### src/rtl/smpd_pkg.sv
package smpd_pkg;

  localparam int unsigned PosW     = 16;
  localparam int unsigned DutyW    = 10;
  localparam int unsigned CfgIdxW  = 2;
  // Phase table length; a power of two.
  localparam int unsigned TableEntries = 128;
  localparam int unsigned IdxW     = $clog2(TableEntries);
  localparam int unsigned SampleW  = 7;
  localparam int unsigned NumPhase = 4;

  localparam logic [DutyW-1:0] DutyFloor = 10'd50;

  // Quarter-turn offsets for phases a, b, c, d.
  localparam logic [IdxW-1:0] OffsA = IdxW'(0);
  localparam logic [IdxW-1:0] OffsB = IdxW'(2 * TableEntries / 4);
  localparam logic [IdxW-1:0] OffsC = IdxW'(1 * TableEntries / 4);
  localparam logic [IdxW-1:0] OffsD = IdxW'(3 * TableEntries / 4);

  typedef enum logic [CfgIdxW-1:0] {
    RegMinPos  = 2'd0,
    RegMaxPos  = 2'd1,
    RegLpDelay = 2'd2
  } cfg_reg_e;

  typedef struct packed {
    logic [PosW-1:0] position;
    logic            low_power;
  } step_t;

  typedef logic [NumPhase-1:0][DutyW-1:0] duty_arr_t;

  // First half of the sine; second half of each table sits at the floor.
  localparam logic [DutyW-1:0] FullTab [64] = '{
    10'd50,  10'd76,  10'd102, 10'd128, 10'd153, 10'd179, 10'd204, 10'd229,
    10'd253, 10'd277, 10'd300, 10'd322, 10'd344, 10'd366, 10'd386, 10'd406,
    10'd425, 10'd443, 10'd460, 10'd476, 10'd491, 10'd505, 10'd517, 10'd529,
    10'd540, 10'd549, 10'd557, 10'd564, 10'd570, 10'd574, 10'd577, 10'd579,
    10'd580, 10'd579, 10'd577, 10'd574, 10'd570, 10'd564, 10'd557, 10'd549,
    10'd540, 10'd529, 10'd517, 10'd505, 10'd491, 10'd476, 10'd460, 10'd443,
    10'd425, 10'd406, 10'd386, 10'd366, 10'd344, 10'd322, 10'd300, 10'd277,
    10'd253, 10'd229, 10'd204, 10'd179, 10'd153, 10'd128, 10'd102, 10'd76
  };

  localparam logic [DutyW-1:0] LowTab [64] = '{
    10'd50,  10'd65,  10'd79,  10'd94,  10'd109, 10'd123, 10'd137, 10'd151,
    10'd165, 10'd178, 10'd191, 10'd204, 10'd217, 10'd229, 10'd240, 10'd251,
    10'd262, 10'd272, 10'd282, 10'd291, 10'd299, 10'd307, 10'd315, 10'd321,
    10'd327, 10'd332, 10'd337, 10'd341, 10'd344, 10'd347, 10'd349, 10'd350,
    10'd350, 10'd350, 10'd349, 10'd347, 10'd344, 10'd341, 10'd337, 10'd332,
    10'd327, 10'd321, 10'd315, 10'd307, 10'd299, 10'd291, 10'd282, 10'd272,
    10'd262, 10'd251, 10'd240, 10'd229, 10'd217, 10'd204, 10'd191, 10'd178,
    10'd165, 10'd151, 10'd137, 10'd123, 10'd109, 10'd94,  10'd79,  10'd65
  };

  // Phase index to sample number: idx * 128 / TableEntries.
  function automatic logic [SampleW-1:0] to_sample(logic [IdxW-1:0] idx);
    logic [IdxW+SampleW-1:0] w;
    w = {idx, {SampleW{1'b0}}};
    return SampleW'(w >> IdxW);
  endfunction

  function automatic logic [DutyW-1:0] duty_lookup(logic [SampleW-1:0] s, logic lowp);
    logic [DutyW-1:0] d;
    if (s[SampleW-1]) begin
      d = DutyFloor;
    end else if (lowp) begin
      d = LowTab[s[SampleW-2:0]];
    end else begin
      d = FullTab[s[SampleW-2:0]];
    end
    return d;
  endfunction

endpackage

### src/rtl/smpd_step.sv
module smpd_step (
  input  logic                      clk_i,
  input  logic                      rst_ni,
  input  logic                      en_i,
  input  logic [smpd_pkg::PosW-1:0] target_i,
  input  logic [smpd_pkg::PosW-1:0] min_pos_i,
  input  logic [smpd_pkg::PosW-1:0] max_pos_i,
  input  logic [smpd_pkg::PosW-1:0] lp_delay_i,
  output smpd_pkg::step_t           res_o
);
  import smpd_pkg::*;

  logic [PosW-1:0] pos_q, pos_d;
  logic [PosW-1:0] stop_q, stop_d;
  logic [PosW-1:0] tgt_hi, tgt;
  logic [PosW-1:0] stop_inc;
  logic            lowp;

  always_comb begin
    tgt_hi = (target_i > max_pos_i) ? max_pos_i : target_i;
    tgt    = (tgt_hi < min_pos_i) ? min_pos_i : tgt_hi;
    // saturating count while parked
    stop_inc = (&stop_q) ? stop_q : stop_q + 1'b1;

    pos_d  = pos_q;
    stop_d = stop_inc;
    if (pos_q > tgt) begin
      pos_d  = pos_q - 1'b1;
      stop_d = '0;
    end else if (pos_q < tgt) begin
      pos_d  = pos_q + 1'b1;
      stop_d = '0;
    end

    lowp = 1'b0;
    if (stop_d >= lp_delay_i) begin
      stop_d = lp_delay_i;
      lowp   = 1'b1;
    end

    res_o.position  = pos_d;
    res_o.low_power = lowp;
  end

  always_ff @(posedge clk_i or negedge rst_ni) begin
    if (!rst_ni) begin
      pos_q  <= '0;
      stop_q <= '0;
    end else if (en_i) begin
      pos_q  <= pos_d;
      stop_q <= stop_d;
    end
  end

endmodule

### src/rtl/smpd_phase.sv
module smpd_phase (
  input  logic [smpd_pkg::PosW-1:0] position_i,
  input  logic                      low_power_i,
  output smpd_pkg::duty_arr_t       duty_o
);
  import smpd_pkg::*;

  logic [IdxW-1:0] base;
  logic [IdxW-1:0] idx [NumPhase];

  // mod TableEntries is just the low bits
  assign base   = position_i[IdxW-1:0];
  assign idx[0] = base + OffsA;
  assign idx[1] = base + OffsB;
  assign idx[2] = base + OffsC;
  assign idx[3] = base + OffsD;

  always_comb begin
    for (int p = 0; p < NumPhase; p++) begin
      duty_o[p] = duty_lookup(to_sample(idx[p]), low_power_i);
    end
  end

endmodule

### src/rtl/stepper_microstep_position_driver.sv
// Channel   Dir  Handshake                 Payload
// target    in   in_valid_i / in_ready_o    target_position_i
// result    out  out_valid_o / out_ready_i  position_o, duty_phase_[a-d]_o, low_power_o
// config    in   cfg_we_i (no wait)         cfg_idx_i, cfg_data_i
//
// One item per clock sustained while the output is not stalled; results are registered.
// The item sits in an input register; clamp, step and table lookups run in one
// pass between it and the result register, where motor state also updates.
// Output stall: input register holds, so a third item is refused until space frees.
// Reset: position and stopped count zero, limits 0/65520, low-power delay 1000.
module stepper_microstep_position_driver (
  input  logic                         clk_i,
  input  logic                         rst_ni,
  // config
  input  logic                         cfg_we_i,
  input  logic [smpd_pkg::CfgIdxW-1:0] cfg_idx_i,
  input  logic [smpd_pkg::PosW-1:0]    cfg_data_i,
  // target channel
  input  logic                         in_valid_i,
  output logic                         in_ready_o,
  input  logic [smpd_pkg::PosW-1:0]    target_position_i,
  // result channel
  output logic                         out_valid_o,
  input  logic                         out_ready_i,
  output logic [smpd_pkg::PosW-1:0]    position_o,
  output logic [smpd_pkg::DutyW-1:0]   duty_phase_a_o,
  output logic [smpd_pkg::DutyW-1:0]   duty_phase_b_o,
  output logic [smpd_pkg::DutyW-1:0]   duty_phase_c_o,
  output logic [smpd_pkg::DutyW-1:0]   duty_phase_d_o,
  output logic                         low_power_o
);
  import smpd_pkg::*;

  // configuration registers
  logic [PosW-1:0] min_pos_q, max_pos_q, lp_delay_q;

  always_ff @(posedge clk_i or negedge rst_ni) begin
    if (!rst_ni) begin
      min_pos_q  <= 16'd0;
      max_pos_q  <= 16'd65520;
      lp_delay_q <= 16'd1000;
    end else if (cfg_we_i) begin
      unique case (cfg_idx_i)
        RegMinPos:  min_pos_q  <= cfg_data_i;
        RegMaxPos:  max_pos_q  <= cfg_data_i;
        RegLpDelay: lp_delay_q <= cfg_data_i;
        default: ;  // unmapped index, ignore
      endcase
    end
  end

  // input register
  logic            s1_valid_q;
  logic [PosW-1:0] s1_tgt_q;
  logic            s1_adv;
  logic            in_fire;

  // result register
  logic            out_valid_q;
  logic [PosW-1:0] out_pos_q;
  duty_arr_t       out_duty_q;
  logic            out_lowp_q;

  step_t           step_res;
  duty_arr_t       duty;

  // stage 1 moves on whenever the result register is empty or being drained
  assign s1_adv     = s1_valid_q && (!out_valid_q || out_ready_i);
  assign in_ready_o = !s1_valid_q || s1_adv;
  assign in_fire    = in_valid_i && in_ready_o;

  always_ff @(posedge clk_i or negedge rst_ni) begin
    if (!rst_ni) begin
      s1_valid_q <= 1'b0;
    end else if (in_ready_o) begin
      s1_valid_q <= in_valid_i;
    end
  end

  always_ff @(posedge clk_i) begin
    if (in_fire) begin
      s1_tgt_q <= target_position_i;
    end
  end

  // motor state is committed only when the item moves to the result register
  smpd_step u_step (
    .clk_i      (clk_i),
    .rst_ni     (rst_ni),
    .en_i       (s1_adv),
    .target_i   (s1_tgt_q),
    .min_pos_i  (min_pos_q),
    .max_pos_i  (max_pos_q),
    .lp_delay_i (lp_delay_q),
    .res_o      (step_res)
  );

  smpd_phase u_phase (
    .position_i  (step_res.position),
    .low_power_i (step_res.low_power),
    .duty_o      (duty)
  );

  always_ff @(posedge clk_i or negedge rst_ni) begin
    if (!rst_ni) begin
      out_valid_q <= 1'b0;
    end else if (s1_adv) begin
      out_valid_q <= 1'b1;
    end else if (out_ready_i) begin
      out_valid_q <= 1'b0;
    end
  end

  always_ff @(posedge clk_i) begin
    if (s1_adv) begin
      out_pos_q  <= step_res.position;
      out_duty_q <= duty;
      out_lowp_q <= step_res.low_power;
    end
  end

  assign out_valid_o    = out_valid_q;
  assign position_o     = out_pos_q;
  assign duty_phase_a_o = out_duty_q[0];
  assign duty_phase_b_o = out_duty_q[1];
  assign duty_phase_c_o = out_duty_q[2];
  assign duty_phase_d_o = out_duty_q[3];
  assign low_power_o    = out_lowp_q;

  // refusing input only when both stages are full and the output is stalled
  a_ready_low_only_full: assert property (@(posedge clk_i) disable iff (!rst_ni)
    !in_ready_o |-> (s1_valid_q && out_valid_q && !out_ready_i))
    else $error("input refused with room available");

  // low-power table never exceeds its peak
  a_lowp_peak: assert property (@(posedge clk_i) disable iff (!rst_ni)
    (out_valid_q && out_lowp_q) |-> (out_duty_q[0] <= 10'd350 && out_duty_q[1] <= 10'd350
      && out_duty_q[2] <= 10'd350 && out_duty_q[3] <= 10'd350))
    else $error("low-power duty above table peak");

  // phases a and b are half a turn apart, so one of them is on the floor
  a_ab_opposed: assert property (@(posedge clk_i) disable iff (!rst_ni)
    out_valid_q |-> (out_duty_q[0] == DutyFloor || out_duty_q[1] == DutyFloor))
    else $error("phases a and b both energised");

  // each new result moves at most one microstep
  a_one_step: assert property (@(posedge clk_i) disable iff (!rst_ni)
    (out_valid_q && s1_adv) |=> (position_o == $past(out_pos_q)
      || position_o == $past(out_pos_q) + 16'd1 || position_o == $past(out_pos_q) - 16'd1))
    else $error("position jumped by more than one step");

endmodule
### config.mk
export PLATFORM = sky130hd
export DESIGN_NAME = stepper_microstep_position_driver
export DESIGN_NICKNAME = d
export VERILOG_FILES = /design/src/rtl/smpd_pkg.sv /design/src/rtl/smpd_step.sv /design/src/rtl/smpd_phase.sv /design/src/rtl/stepper_microstep_position_driver.sv
export SDC_FILE = /design/constraint.sdc
export NUM_CORES = 1
export LEC_CHECK = 0
export ABC_AREA = 1
export ABC_CLOCK_PERIOD_IN_PS = 10200
export CAP_MARGIN = 30
export CORE_MARGIN = 2
export CORE_UTILIZATION = 70
export CTS_CLUSTER_DIAMETER = 60
export DETAILED_ROUTE_END_ITERATION = 6
export DONT_BUFFER_PORTS = 1
export PLACE_DENSITY = 0.86
export SYNTH_ARGS = -nofsm -noshare
export SYNTH_HDL_FRONTEND = slang
export SYNTH_SLANG_ARGS = --single-unit
### constraint.sdc
create_clock -name clk_i -period 10.2 [get_ports clk_i]
set_input_delay 1.02 -clock clk_i [delete_from_list [all_inputs] [get_ports clk_i]]
set_output_delay 1.02 -clock clk_i [all_outputs]
set_load 0.02 [all_outputs]
==> Word-level counts from Yosys, hierarchy flattened <==
Memory sizes are Yosys's and may differ from the RTL's.
Index checks and enable logic that the tools add are counted.
{ "word_totals": {"memories": 8, "ff_bits": 155, "rom_bits": 5120, "wordCells": 86} }
{ "mem_list": {"columns": ["memory", "words", "width", "read_ports", "rd_ports_with_merged_regs", "write_ports", "line_no", "text"], "rows": [
  ["(name not given)", 64, 10, 1, 0, 0, "smpd_pkg.sv:70", "d = FullTab[s[SampleW-2:0]];"],
  ["(name not given)", 64, 10, 1, 0, 0, "smpd_pkg.sv:68", "d = LowTab[s[SampleW-2:0]];"],
  ["(name not given)", 64, 10, 1, 0, 0, "smpd_pkg.sv:70", null],
  ["(name not given)", 64, 10, 1, 0, 0, "smpd_pkg.sv:70", null],
  ["(name not given)", 64, 10, 1, 0, 0, "smpd_pkg.sv:68", null],
  ["(name not given)", 64, 10, 1, 0, 0, "smpd_pkg.sv:68", null],
  ["+2 memories", null, null, null, null, null, null, null]
]} }
{ "classes": {"bitwise_logic": 4, "n_addsub": 6, "n_eq_ne": 2, "reduce_logical": 12, "n_mux": 31, "order_cmp": 9} }
{ "op_table": {"columns": ["cell", "count"], "rows": [
  ["$mux W10", 20],
  ["$mux W16", 8],
  ["$add A16 B1 Y16 const B", 2],
  ["$gt A16 B16 Y1", 2],
  ["$lt A16 B16 Y1", 2],
  ["$ge A7 B7 Y1 const B", 4],
  ["$not A6 Y7", 4],
  ["$ge A16 B16 Y1", 1],
  ["$reduce_and A16 Y1", 1],
  ["$sub A16 B1 Y16 const B", 1],
  ["$add A7 B7 Y7 const B", 2],
  ["$add A7 B6 Y7 const B", 1],
  ["$reduce_and A2 Y1", 3],
  ["$mux W1", 3],
  ["$eq A2 B1 Y1 const B", 1],
  ["$eq A2 B2 Y1 const B", 1],
  ["$logic_and A1 B1 Y1", 2],
  ["$logic_not A1 Y1", 2],
  ["$logic_not A2 Y1", 1],
  ["$logic_or A1 B1 Y1", 2],
  ["$reduce_bool A2 Y1", 1]
]} }

==> Depth between registers and ports, before layout <==
Gate-level depths: netlist of run 1.
{ "logic_depth": {"depth_word": 13, "ltp_mapped": 54} }

==> Cells and area by module <==
Synthesis of run 1 repeated with hierarchy kept, for this count alone.
{ "hier_totals": {"hier_cells": 1591, "hier_area_um2": 11592.4} }
{ "modules_own_cells": {"columns": ["module", "seq_area_each_um2", "area_each_um2", "instances", "cells_each"], "rows": [
  ["smpd_step", 800.8, 4880.9, 1, 804],
  ["stepper_microstep_position_driver", 3465.8, 4345.4, 1, 298],
  ["smpd_phase", 0.0, 2366.0, 1, 489]
]} }

==> Worst setup path after synthesis of run 1 <==
OpenSTA, ideal clock, no wires.
{ "synth_timing": {"path_type": "reg2reg", "startpoint": "reg max_pos_q[5]", "endpoint": "reg out_duty_q, in the netlist duty_phase_b_o[8] (data pin)", "path_slack_ns": 3.447, "n_path_buf": 4, "setup_ns": 0.266, "stages_incl_launch_ff": 47, "t_arrival_ns": 6.487, "path_cell_list": "dfstp_2 > inv_1 > ha_1 > a21oi_1 > nor2_1 > nor3_1 > nand2_1 > nand2_1 > nand2_1 > nand2_1 > clkbuf_1 > nand2_1 > o21ai_0 > ha_1 > nand2_1 > inv_1 > nand3_1 > a31oi_1 > (+11 left out) > nand2_4 > buf_6 > nand2_4 > clkinv_1 > nand3_1 > inv_1 > ha_1 > a21oi_1 > o21ai_1 > nand2_1 > o211ai_1 > nand2_1 > o2111ai_1 > a31oi_1 > inv_2 > clkbuf_1 > o21ai_1 > nor2_1"} }
{ "synth_between": {"elab_chain_len": 13} }
{ "synth_rtl": {"columns": ["item", "line_no", "text"], "rows": [
  ["start: declaration", "stepper_microstep_position_driver.sv:35", "logic [PosW-1:0] min_pos_q, max_pos_q, lp_delay_q;"],
  ["start signal: assignment", "stepper_microstep_position_driver.sv:45", "RegMaxPos: max_pos_q <= cfg_data_i;"],
  ["$gt A16 B16 Y1", "smpd_step.sv:20", "tgt_hi = (target_i > max_pos_i) ? max_pos_i : target_i;"],
  ["$mux W16 (*)", "smpd_step.sv:20", null],
  ["$lt A16 B16 Y1", "smpd_step.sv:21", "tgt = (tgt_hi < min_pos_i) ? min_pos_i : tgt_hi;"],
  ["$mux W16 (*)", "smpd_step.sv:21", null],
  ["$lt A16 B16 Y1", "smpd_step.sv:30", "end else if (pos_q < tgt) begin"],
  ["$mux W16", "smpd_step.sv:30", null],
  ["$mux W16", "smpd_step.sv:27", "if (pos_q > tgt) begin"],
  ["$add A7 B7 Y7", "smpd_phase.sv:14", "assign idx[1] = base + OffsB;"],
  ["$not A6 Y7 (implied by the code)", "smpd_pkg.sv:68, smpd_pkg.sv:70", null],
  ["$mem_v2 Z64 W10 (on tied branches)", null, null],
  ["$mux W10 (on tied branches) (2 in a row)", "smpd_pkg.sv:70, smpd_pkg.sv:68", null],
  ["$mux W10", "smpd_pkg.sv:67", "end else if (lowp) begin"],
  ["end signal: assignment", "stepper_microstep_position_driver.sv:117", "out_duty_q <= duty;"],
  ["end: declaration", "stepper_microstep_position_driver.sv:61", "duty_arr_t out_duty_q;"]
]} }
Mark *: on every way between the ends. The rest lies on a longest branch, timed or not. The select of a mux whose other input is x is not followed.
A chain may end at the register's enable or synchronous reset.

==> Worst setup path in the final report of run 1 <==
{ "layout_timing": {"startpoint": "reg max_pos_q[5]", "endpoint": "reg out_duty_q, in the netlist duty_phase_d_o[2] (data pin)"} }
{ "layout_between": {"elab_chain_len": 13} }
{ "layout_rtl": {"columns": ["item", "line_no", "text"], "rows": [
  ["$gt A16 B16 Y1", "smpd_step.sv:20", null],
  ["$mux W16 (*)", "smpd_step.sv:20", null],
  ["$lt A16 B16 Y1", "smpd_step.sv:21", null],
  ["$mux W16 (*)", "smpd_step.sv:21", null],
  ["$lt A16 B16 Y1", "smpd_step.sv:30", null],
  ["$mux W16", "smpd_step.sv:30", null],
  ["$mux W16", "smpd_step.sv:27", null],
  ["$add A7 B7 Y7", "smpd_phase.sv:16", "assign idx[3] = base + OffsD;"],
  ["$not A6 Y7 (implied by the code)", "smpd_pkg.sv:68, smpd_pkg.sv:70", null],
  ["$mem_v2 Z64 W10 (on tied branches)", null, null],
  ["$mux W10 (on tied branches) (2 in a row)", "smpd_pkg.sv:70, smpd_pkg.sv:68", null],
  ["$mux W10", "smpd_pkg.sv:67", null]
]} }
Marks and branches as above.

==> metrics.txt, run 1 <==
TritonCTS Sinks=155; setup TNS=0 ns; Wirelength per Cell=17.9 um; Reg2Reg Depth=41; Root Buffer=clkbuf_16; placed cell areas=10900 um^2; GR Overflow Total=0; Reg area=4270 um^2; DR vias=9962; final worst setup slack=2.28 ns; Worst Tran Pin Value=1.05 ns; multi-input logic area=5650 um^2; Buf/Inv on CP=5; IO buf count=0; top-area cell type share of the netlist area=0.202; TritonCTS buffer count=17; RSZ-0062 raised after global routing=false; Final Hold Fails=0; number of cells on the critical path=41; fin area=11500 um^2; Die Ht=129 um; drt drc=3; Iter 0 DRT Violations=1426; Post-synth EDFFs=73; CP max-delay cell=nand2_1; gpl congestion=0.993; largest net degree at the start of global routing=83; Avg Cell Area, Syn=7.58 um^2; TritonCTS clock tree=yes; vias per inst=6.22; largest stage delay on the critical path=0.61 ns; DP Worst Slack=2.51 ns; Yosys warnings=0; synth unique cells=48; DP Wirelength=20600 um; final setup fails=0; die width=129 um; share of layout cells above drive strength 1=0.0743; vias in the first global route=9283; DR pass1 iterations=7; Primary FF master, synth=edfxtp_1; Rel. slew slack=0.296; Post-Syn Instances=1433; first-pass GRT wire length=46700 um; post-layout minimum cycle time=7.92 ns; CP required=10.47 ns; DIE AREA=16500 um^2; syn_nets=1552; Fmax=126 MHz; Routed Antenna Nets=0; WP data arrival=8.19 ns; core footprint=15200 um^2; top post-synthesis cells by area=edfxtp_1 (20%), dfrtp_1 (15%), nand2_1 (13%), ha_1 (9.2%), nand3_1 (9.1%); Hold Crit Class=in2async; IO Pins=98; clock buffer depth=2; htree depth=4; Worst-Skew Late Latency=0.44 ns; Final Max Slew Viols=0; initial antenna violation count=0; synthesized flop and latch total=155; Setup Crit Path Kind=reg2reg; crit share post-route=0.776; Routed Wire Length=28700 um; max cap viols=0; sequential share of the synthesized area=0.393; CP endpoint kind=flip-flop; final hold slack=0.275 ns; Row Count=45; clock skew=0.00727 ns; Clock Pin Slew Worst Setup and Hold Paths=0.07 ns; failing checks=DRC; r2r setup slk=2.28 ns; RR Endpoint=duty_phase_d_o[2]$_SDFFCE_PP0P_; crit-path most repeated cell=nand2_1; hold_buf cts=0; post-cts resize count=0; crit start category=flip-flop; diode count=0; Post-Syn Area=10900 um^2; area grow syn2layout=5.57%; CP top delay family=simple AND/OR/NAND/NOR gates; Reg-to-Reg Start=max_pos_q[5]$_DFFE_PN1P_; post-synth top area cell=edfxtp_1; outcome=finished with violations; Layout Nets=1519; Total GRT Usage=0.360; Post-CTS Setup Bufs=0; crit-path max FO=35; FFs w/ async S/R, synth=0.529; filler cell count=1112; Starting Density=0.715
cell usage in the layout (no fill, tap or decap), types with 5 or more instances in the layout:
| cell | netlist | routed |
|---|---|---|
| a21oi_1 | 64 | 64 |
| buf_4 | 11 | 7 |
| clkbuf_16 | 0 | 18 |
| dfrtp_1 | 64 | 64 |
| dfstp_2 | 18 | 18 |
| edfxtp_1 | 73 | 73 |
| ha_1 | 80 | 80 |
| inv_1 | 159 | 158 |
| inv_2 | 10 | 11 |
| inv_6 | 0 | 5 |
| nand2_1 | 367 | 367 |
| nand2_4 | 6 | 6 |
| nand3_1 | 198 | 198 |
| nand4_1 | 16 | 16 |
| nor2_1 | 83 | 83 |
| nor3_1 | 12 | 12 |
| nor4_1 | 8 | 8 |
| o211ai_1 | 7 | 7 |
| o21ai_0 | 129 | 129 |
| o21ai_1 | 15 | 15 |
| xor2_1 | 20 | 19 |
layout make-up:
class / instances / share of cell area
repair buffers: 9 / 0.00687
multi-input cells: 1046 / 0.493
clock buffers: 19 / 0.0396
well taps: 188 / 0.0205
inverters: 171 / 0.0561
clock inverters: 13 / 0.0123
flip-flops and latches: 155 / 0.372
synthesized netlist by cell type (2+ instances only):
library cell,count
nand2_1,367
nand3_1,198
inv_1,159
o21ai_0,129
nor2_1,83
ha_1,80
edfxtp_1,73
a21oi_1,64
dfrtp_1,64
clkbuf_1,32
xor2_1,20
dfstp_2,18
nand4_1,16
o21ai_1,15
buf_2,14
nor3_1,12
buf_4,11
inv_2,10
nor4_1,8
o211ai_1,7
nand2_4,6
buf_6,4
nand2_2,4
nand3_2,4
nor2_4,4
a21oi_4,3
nor2_2,3
a21o_1,2
a31oi_1,2
nor3_2,2
o31ai_1,2
metrics by stage:
step,instances,utilization
final,1601,0.754
after global placement,1567,0.714
after floorplan,1433,-
after CTS,1601,0.754
after global routing,1601,0.754
after detailed placement,1569,0.715
worst max path at each step:
stage,start,end,slack [ns]
finish,max_pos_q[5]$_DFFE_PN1P_,duty_phase_d_o[2]$_SDFFCE_PP0P_,2.28
global route,max_pos_q[7]$_DFFE_PN1P_,duty_phase_d_o[6]$_SDFFCE_PP0P_,1.50
floorplan,max_pos_q[5]$_DFFE_PN1P_,duty_phase_b_o[8]$_SDFFCE_PP0P_,3.45
CTS,max_pos_q[5]$_DFFE_PN1P_,duty_phase_d_o[2]$_SDFFCE_PP0P_,2.44
global placement,max_pos_q[5]$_DFFE_PN1P_,duty_phase_d_o[8]$_SDFFCE_PP0P_,2.93
detailed placement,max_pos_q[5]$_DFFE_PN1P_,duty_phase_d_o[2]$_SDFFCE_PP0P_,2.51
kinds of logic after synthesis:
kind of cell,after synthesis,synth area share
xor+xnor,22,0.0202
flops,155,0.393
simple gates,712,0.291
compound gates,232,0.116
buf+inv,232,0.0884
fa+ha+maj,80,0.0921
flip-flops by register name (all words and copies together), names as in the netlist, 16 cells and up:
register       cells
s1_tgt_q          16
min_pos_q         16
u_step.stop_q     16
u_step.pos_q      16
max_pos_q         16
position_o        16
lp_delay_q        16
routing by layer:
layer,GRT usage,vias to the layer above,share of wire
li1,-,4712,-
met1,0.478,4599,0.41
met2,0.581,552,0.47
met3,0.0628,99,0.074
met4,0.169,0,0.040
met5,0,-,0
Power of run 1 is left out: the tool's default activity adds up to more than one toggle a clock period on the data nets, which glitch-free logic cannot reach.
==> run 2: changes to the inputs <==
--- a/config.mk
+++ b/config.mk
@@ -6,14 +6,14 @@
 export NUM_CORES = 1
 export LEC_CHECK = 0
 export ABC_AREA = 1
-export ABC_CLOCK_PERIOD_IN_PS = 10200
+export ABC_CLOCK_PERIOD_IN_PS = 7850
 export CAP_MARGIN = 30
 export CORE_MARGIN = 2
-export CORE_UTILIZATION = 70
+export CORE_UTILIZATION = 65
 export CTS_CLUSTER_DIAMETER = 60
 export DETAILED_ROUTE_END_ITERATION = 6
 export DONT_BUFFER_PORTS = 1
-export PLACE_DENSITY = 0.86
+export PLACE_DENSITY = 0.81
 export SYNTH_ARGS = -nofsm -noshare
 export SYNTH_HDL_FRONTEND = slang
 export SYNTH_SLANG_ARGS = --single-unit
==> constraint.sdc (replaced) <==
create_clock -name clk_i -period 7.85 [get_ports clk_i]
set_input_delay 0.785 -clock clk_i [delete_from_list [all_inputs] [get_ports clk_i]]
set_output_delay 0.785 -clock clk_i [all_outputs]
set_load 0.02 [all_outputs]
==> run 2 against run 1 <==
The flow now finishes without violations. Die area grew 7.5%. Worst setup slack got worse by 1.5 ns. Critical endpoint is now duty_phase_d_o[8]$_SDFFCE_PP0P_. Wire length up 0.15%. Via count down 0.97%. Flip-flop and latch count is the same.
==> metrics.txt, run 2 (synthesized netlist as in run 1, its figures left out) <==
DP Wirelength=21000 um (was 20600 um); largest stage delay on the critical path=0.53 ns (was 0.61 ns); RSZ-0062 raised after global routing=false (unchanged); largest net degree at the start of global routing=88 (was 83); Wirelength per Cell=17.6 um (was 17.9 um); Reg2Reg Depth=44 (was 41); Root Buffer=clkbuf_16 (unchanged); crit-path max FO=34 (was 35); IO buf count=0 (unchanged); diode count=0 (unchanged); Routed Antenna Nets=0 (unchanged); share of layout cells above drive strength 1=0.0790 (was 0.0743); gpl congestion=1.02 (was 0.993); WP data arrival=7.23 ns (was 8.19 ns); Hold Crit Class=in2async (unchanged); most frequent cells in the layout=nand2_1 (364), nand3_1 (198), inv_1 (158) (was nand2_1 (367), nand3_1 (198), inv_1 (158)); clock skew=0.0132 ns (was 0.00727 ns); die width=133 um (was 129 um); Iter 0 DRT Violations=1040 (was 1426); setup TNS=0 ns (unchanged); vias per inst=6.03 (was 6.22); Worst Tran Pin Value=1.02 ns (was 1.05 ns); Rel. slew slack=0.321 (was 0.296); hold_buf cts=0 (unchanged); drt drc=0 (was 3); area grow syn2layout=6.32% (was 5.57%); Fmax=142 MHz (was 126 MHz); Die Ht=133 um (was 129 um); TritonCTS buffer count=17 (unchanged); DIE AREA=17800 um^2 (was 16500 um^2); crit start category=flip-flop (unchanged); htree depth=4 (unchanged); Total GRT Usage=0.331 (was 0.360); final setup fails=0 (unchanged); Clock Pin Slew Worst Setup and Hold Paths=0.07 ns (about the same); IO Pins=98 (unchanged); Final Hold Fails=0 (unchanged); vias in the first global route=9169 (was 9283); Final Max Slew Viols=0 (unchanged); DR pass1 iterations=5 (was 7); DR vias=9865 (was 9962); TritonCTS clock tree=yes (unchanged); crit share post-route=0.897 (was 0.776); max cap viols=0 (unchanged); core footprint=16500 um^2 (was 15200 um^2); clock buffer depth=2 (unchanged); GR Overflow Total=0 (unchanged); initial antenna violation count=0 (unchanged); Routed Wire Length=28700 um (about the same); Starting Density=0.660 (was 0.715); Row Count=47 (was 45); TritonCTS Sinks=155 (unchanged); outcome=complete, no violations (was finished with violations); commonest non-fill, non-tap cell in the layout=nand2_1 (unchanged); number of cells on the critical path=44 (was 41); post-layout minimum cycle time=7.04 ns (was 7.92 ns); Worst-Skew Late Latency=0.44 ns (about the same); Layout Nets=1523 (was 1519); filler cell count=1374 (was 1112); Setup Crit Path Kind=reg2reg (unchanged); crit-path most repeated cell=nand2_1 (unchanged); first-pass GRT wire length=46700 um (about the same); CP required=8.04 ns (was 10.47 ns); CP endpoint kind=flip-flop (unchanged); Buf/Inv on CP=5 (unchanged); CP max-delay cell=dfstp_2 (was nand2_1); CP top delay family=simple AND/OR/NAND/NOR gates (unchanged)
## run 2: through the flow
| step | hold WS [ns] | setup slack [ns] | utilization | cell area, um^2 | instances |
|---|---|---|---|---|---|
| floorplan | 0.453 | 1.10 | - | 10900 | 1433 |
| global placement | 0.466 | 0.560 | 0.664 | 10900 | 1604 |
| detailed placement | 0.473 | 0.229 | 0.664 | 10900 | 1605 |
| CTS | 0.0257 | 0.197 | 0.701 | 11500 | 1637 |
| global route | 0.0229 | 0.0581 | 0.702 | 11600 | 1637 |
| finish | 0.0440 | 0.809 | 0.702 | 11600 | 1637 |
## run 2: final timing paths
path | from | endpoint | slack (ns)
hold reg to reg | max_pos_q[15]$_DFFE_PN1P_ | max_pos_q[15]$_DFFE_PN1P_ | 0.49
min in group clk_i | target_position_i[6] | s1_tgt_q[6]$_DFFE_PP_ | 0.44
setup / recovery | max_pos_q[5]$_DFFE_PN1P_ | duty_phase_d_o[8]$_SDFFCE_PP0P_ | 0.81
max in group asynchronous | rst_ni | lp_delay_q[7]$_DFFE_PN1P_ | 7.59
setup reg to reg | max_pos_q[5]$_DFFE_PN1P_ | duty_phase_d_o[8]$_SDFFCE_PP0P_ | 0.81
hold / removal | rst_ni | max_pos_q[0]$_DFFE_PN0P_ | 0.04
## run 2: cell type report
type	count	area (um^2)	share of cell area
clock buffer	19	454	0.0393
clock inverter	13	145	0.0126
inverter	171	646	0.0559
multi-input combinational	1046	5660	0.490
sequential	155	4270	0.369
tap	220	275	0.0238
timing repair buffer	13	101	0.00877
## run 2: worst reg2reg max path: cells and delay by family, from the launching register on
| family | cells | cell delay (ns) |
|---|---|---|
| flops | 1 | 0.53 |
| fa+ha+maj | 4 | 1.20 |
| buf+inv | 5 | 0.68 |
| compound gates | 8 | 1.13 |
| simple gates | 27 | 3.24 |
## run 2: layer usage
layer,track usage,part of all wire,vias to the layer above
met4,0.134,0.034,0
met1,0.448,0.42,4603
met3,0.0559,0.065,80
met5,0,0,-
met2,0.536,0.48,463
li1,-,-,4719
## run 2: repair_timing
item	4_1_cts	5_1_grt
gates resized for setup	0	11
buffers inserted	0	0
setup endpoints to repair	0	57
Power of run 2 is left out for the same reason.
==> run 3: changes to the inputs <==
--- a/config.mk
+++ b/config.mk
@@ -6,7 +6,7 @@
 export NUM_CORES = 1
 export LEC_CHECK = 0
 export ABC_AREA = 1
-export ABC_CLOCK_PERIOD_IN_PS = 7850
+export ABC_CLOCK_PERIOD_IN_PS = 7020
 export CAP_MARGIN = 30
 export CORE_MARGIN = 2
 export CORE_UTILIZATION = 65
==> constraint.sdc (replaced) <==
create_clock -name clk_i -period 7.02 [get_ports clk_i]
set_input_delay 0.702 -clock clk_i [delete_from_list [all_inputs] [get_ports clk_i]]
set_output_delay 0.702 -clock clk_i [all_outputs]
set_load 0.02 [all_outputs]
==> run 3 against run 2 <==
Clock-buffer cell count stayed put. Global-route usage is 0.19 points lower. Wire length is 0.85% higher. Via count is 0.56% lower. Worst hold slack better by 0.071 ns. Die area stayed put. Critical path type unchanged. Critical endpoint is now duty_phase_a_o[8]$_SDFFCE_PN0P_. Highest routed layer unchanged.
==> metrics.txt, run 3 (synthesized netlist as in run 1, its figures left out) <==
initial antenna violation count=0 (unchanged); Final Max Slew Viols=0 (unchanged); Starting Density=0.660 (unchanged); Clock Pin Slew Worst Setup and Hold Paths=0.06 ns (was 0.07 ns); Reg2Reg Depth=43 (was 44); post-layout minimum cycle time=6.69 ns (was 7.04 ns); Root Buffer=clkbuf_16 (unchanged); Layout Nets=1536 (was 1523); Rel. slew slack=0.350 (was 0.321); largest net degree at the start of global routing=88 (unchanged); TritonCTS clock tree=yes (unchanged); CP endpoint kind=flip-flop (unchanged); Fmax=150 MHz (was 142 MHz); Reg area=4270 um^2 (unchanged); crit-path max FO=34 (unchanged); Die Ht=133 um (unchanged); CP max-delay cell=dfstp_2 (unchanged); Final Hold Fails=0 (unchanged); htree depth=4 (unchanged); DR pass1 iterations=7 (was 5); commonest non-fill, non-tap cell in the layout=nand2_1 (unchanged); Routed Antenna Nets=0 (unchanged); IO Pins=98 (unchanged); Total GRT Usage=0.329 (was 0.331); drt drc=0 (unchanged); TritonCTS Sinks=155 (unchanged); final setup fails=0 (unchanged); DIE AREA=17800 um^2 (unchanged); Routed Wire Length=29000 um (was 28700 um); Util after Layout=0.712 (was 0.702); Setup Crit Path Kind=reg2reg (unchanged); TritonCTS buffer count=17 (unchanged); die width=133 um (unchanged); setup TNS=0 ns (unchanged); Wirelength per Cell=17.6 um (about the same); CP required=7.19 ns (was 8.04 ns); r2r setup slk=0.33 ns (was 0.81 ns); vias per inst=5.95 (was 6.03); RR Endpoint=duty_phase_a_o[8]$_SDFFCE_PN0P_ (was duty_phase_d_o[8]$_SDFFCE_PP0P_); largest stage delay on the critical path=0.53 ns (about the same); Worst Tran Pin Value=0.975 ns (was 1.02 ns); clock buffer depth=2 (unchanged); Reg-to-Reg Start=max_pos_q[9]$_DFFE_PN1P_ (was max_pos_q[5]$_DFFE_PN1P_); Iter 0 DRT Violations=1176 (was 1040); clock skew=0.00829 ns (was 0.0132 ns); max cap viols=0 (unchanged); Row Count=47 (unchanged); first-pass GRT wire length=46000 um (was 46700 um); Hold Crit Class=in2async (unchanged); vias in the first global route=9053 (was 9169); Worst-Skew Late Latency=0.43 ns (was 0.44 ns); multi-input logic area=5750 um^2 (was 5660 um^2); area grow syn2layout=7.96% (was 6.32%); diode count=0 (unchanged); placed cell areas=11000 um^2 (was 10900 um^2); DR vias=9810 (was 9865); crit share post-route=0.952 (was 0.897); outcome=complete, no violations (unchanged); final hold slack=0.115 ns (was 0.0440 ns); share of layout cells above drive strength 1=0.0930 (was 0.0790); gpl congestion=1.01 (was 1.02); WP data arrival=6.86 ns (was 7.23 ns); GR Overflow Total=0 (unchanged); core footprint=16500 um^2 (unchanged); filler cell count=1347 (was 1374); DP Wirelength=21000 um (about the same); most frequent cells in the layout=nand2_1 (363), nand3_1 (197), inv_1 (158) (was nand2_1 (364), nand3_1 (198), inv_1 (158)); crit start category=flip-flop (unchanged); IO buf count=0 (unchanged); fin area=11700 um^2 (was 11600 um^2)
## run 3: cell count changes in the layout (fill, tap and decap cells not counted), moves of 3 or more
| cell | previous run | this run |
|---|---|---|
| o21ai_1 | 20 | 23 |
| buf_4 | 12 | 16 |
| o21ai_0 | 124 | 120 |
| clkinv_8 | 3 | 0 |
## run 3: final cells by class
cell class	count	share of cell area
tap	220	0.0235
timing repair inverter	1	0.000640
inverter	171	0.0556
clock inverter	13	0.00939
timing repair buffer	22	0.0194
sequential	155	0.364
clock buffer	19	0.0372
multi-input combinational	1049	0.491
## run 3: metrics by stage
step / std cells / setup WS (ns)
floorplan: 1433 / 0.267
global placement: 1607 / -0.00755
detailed placement: 1608 / -0.243
CTS: 1641 / 0.0812
global route: 1650 / -0.0758
finish: 1650 / 0.335
## run 3: worst max-delay path, delay by kind of cell, from the launching register on
| family | cells | cell delay, ns |
|---|---|---|
| AO/OA/AOI/OAI | 14 | 1.98 |
| AND/OR/NAND/NOR | 17 | 1.73 |
| flip-flops | 1 | 0.53 |
| adder cells (fa/ha/maj) | 4 | 1.18 |
| buffers and inverters | 8 | 1.00 |
## run 3: worst max-delay path by stage
stage,from,to,slack (ns),cells past startpoint
floorplan,max_pos_q[5]$_DFFE_PN1P_,duty_phase_b_o[8]$_SDFFCE_PP0P_,0.27,46
global placement,max_pos_q[14]$_DFFE_PN1P_,duty_phase_b_o[0]$_SDFFCE_PP0P_,-0.008,38
detailed placement,max_pos_q[14]$_DFFE_PN1P_,duty_phase_a_o[2]$_SDFFCE_PN0P_,-0.24,37
CTS,max_pos_q[14]$_DFFE_PN1P_,duty_phase_a_o[8]$_SDFFCE_PN0P_,0.08,39
global route,max_pos_q[15]$_DFFE_PN1P_,duty_phase_c_o[8]$_SDFFCE_PP0P_,-0.08,44
finish,max_pos_q[9]$_DFFE_PN1P_,duty_phase_a_o[8]$_SDFFCE_PN0P_,0.33,43
## run 3: layer usage
metal / track usage / vias to the layer above / part of all wire
li1: - / 4761 / -
met1: 0.441 / 4583 / 0.43
met2: 0.549 / 406 / 0.49
met3: 0.0472 / 60 / 0.055
met4: 0.121 / 0 / 0.028
met5: 0 / - / 0
## run 3: repair_timing
item / in CTS / in global routing
setup buffers: 0 / 4
hold endpoints to repair: 64 / 0
cloned: 0 / 4
resized for setup: 3 / 32
hold buffers: 1 / 0
endpoints found under the setup margin: 54 / 57
pin swaps: 0 / 8
Power of run 3 is left out for the same reason.
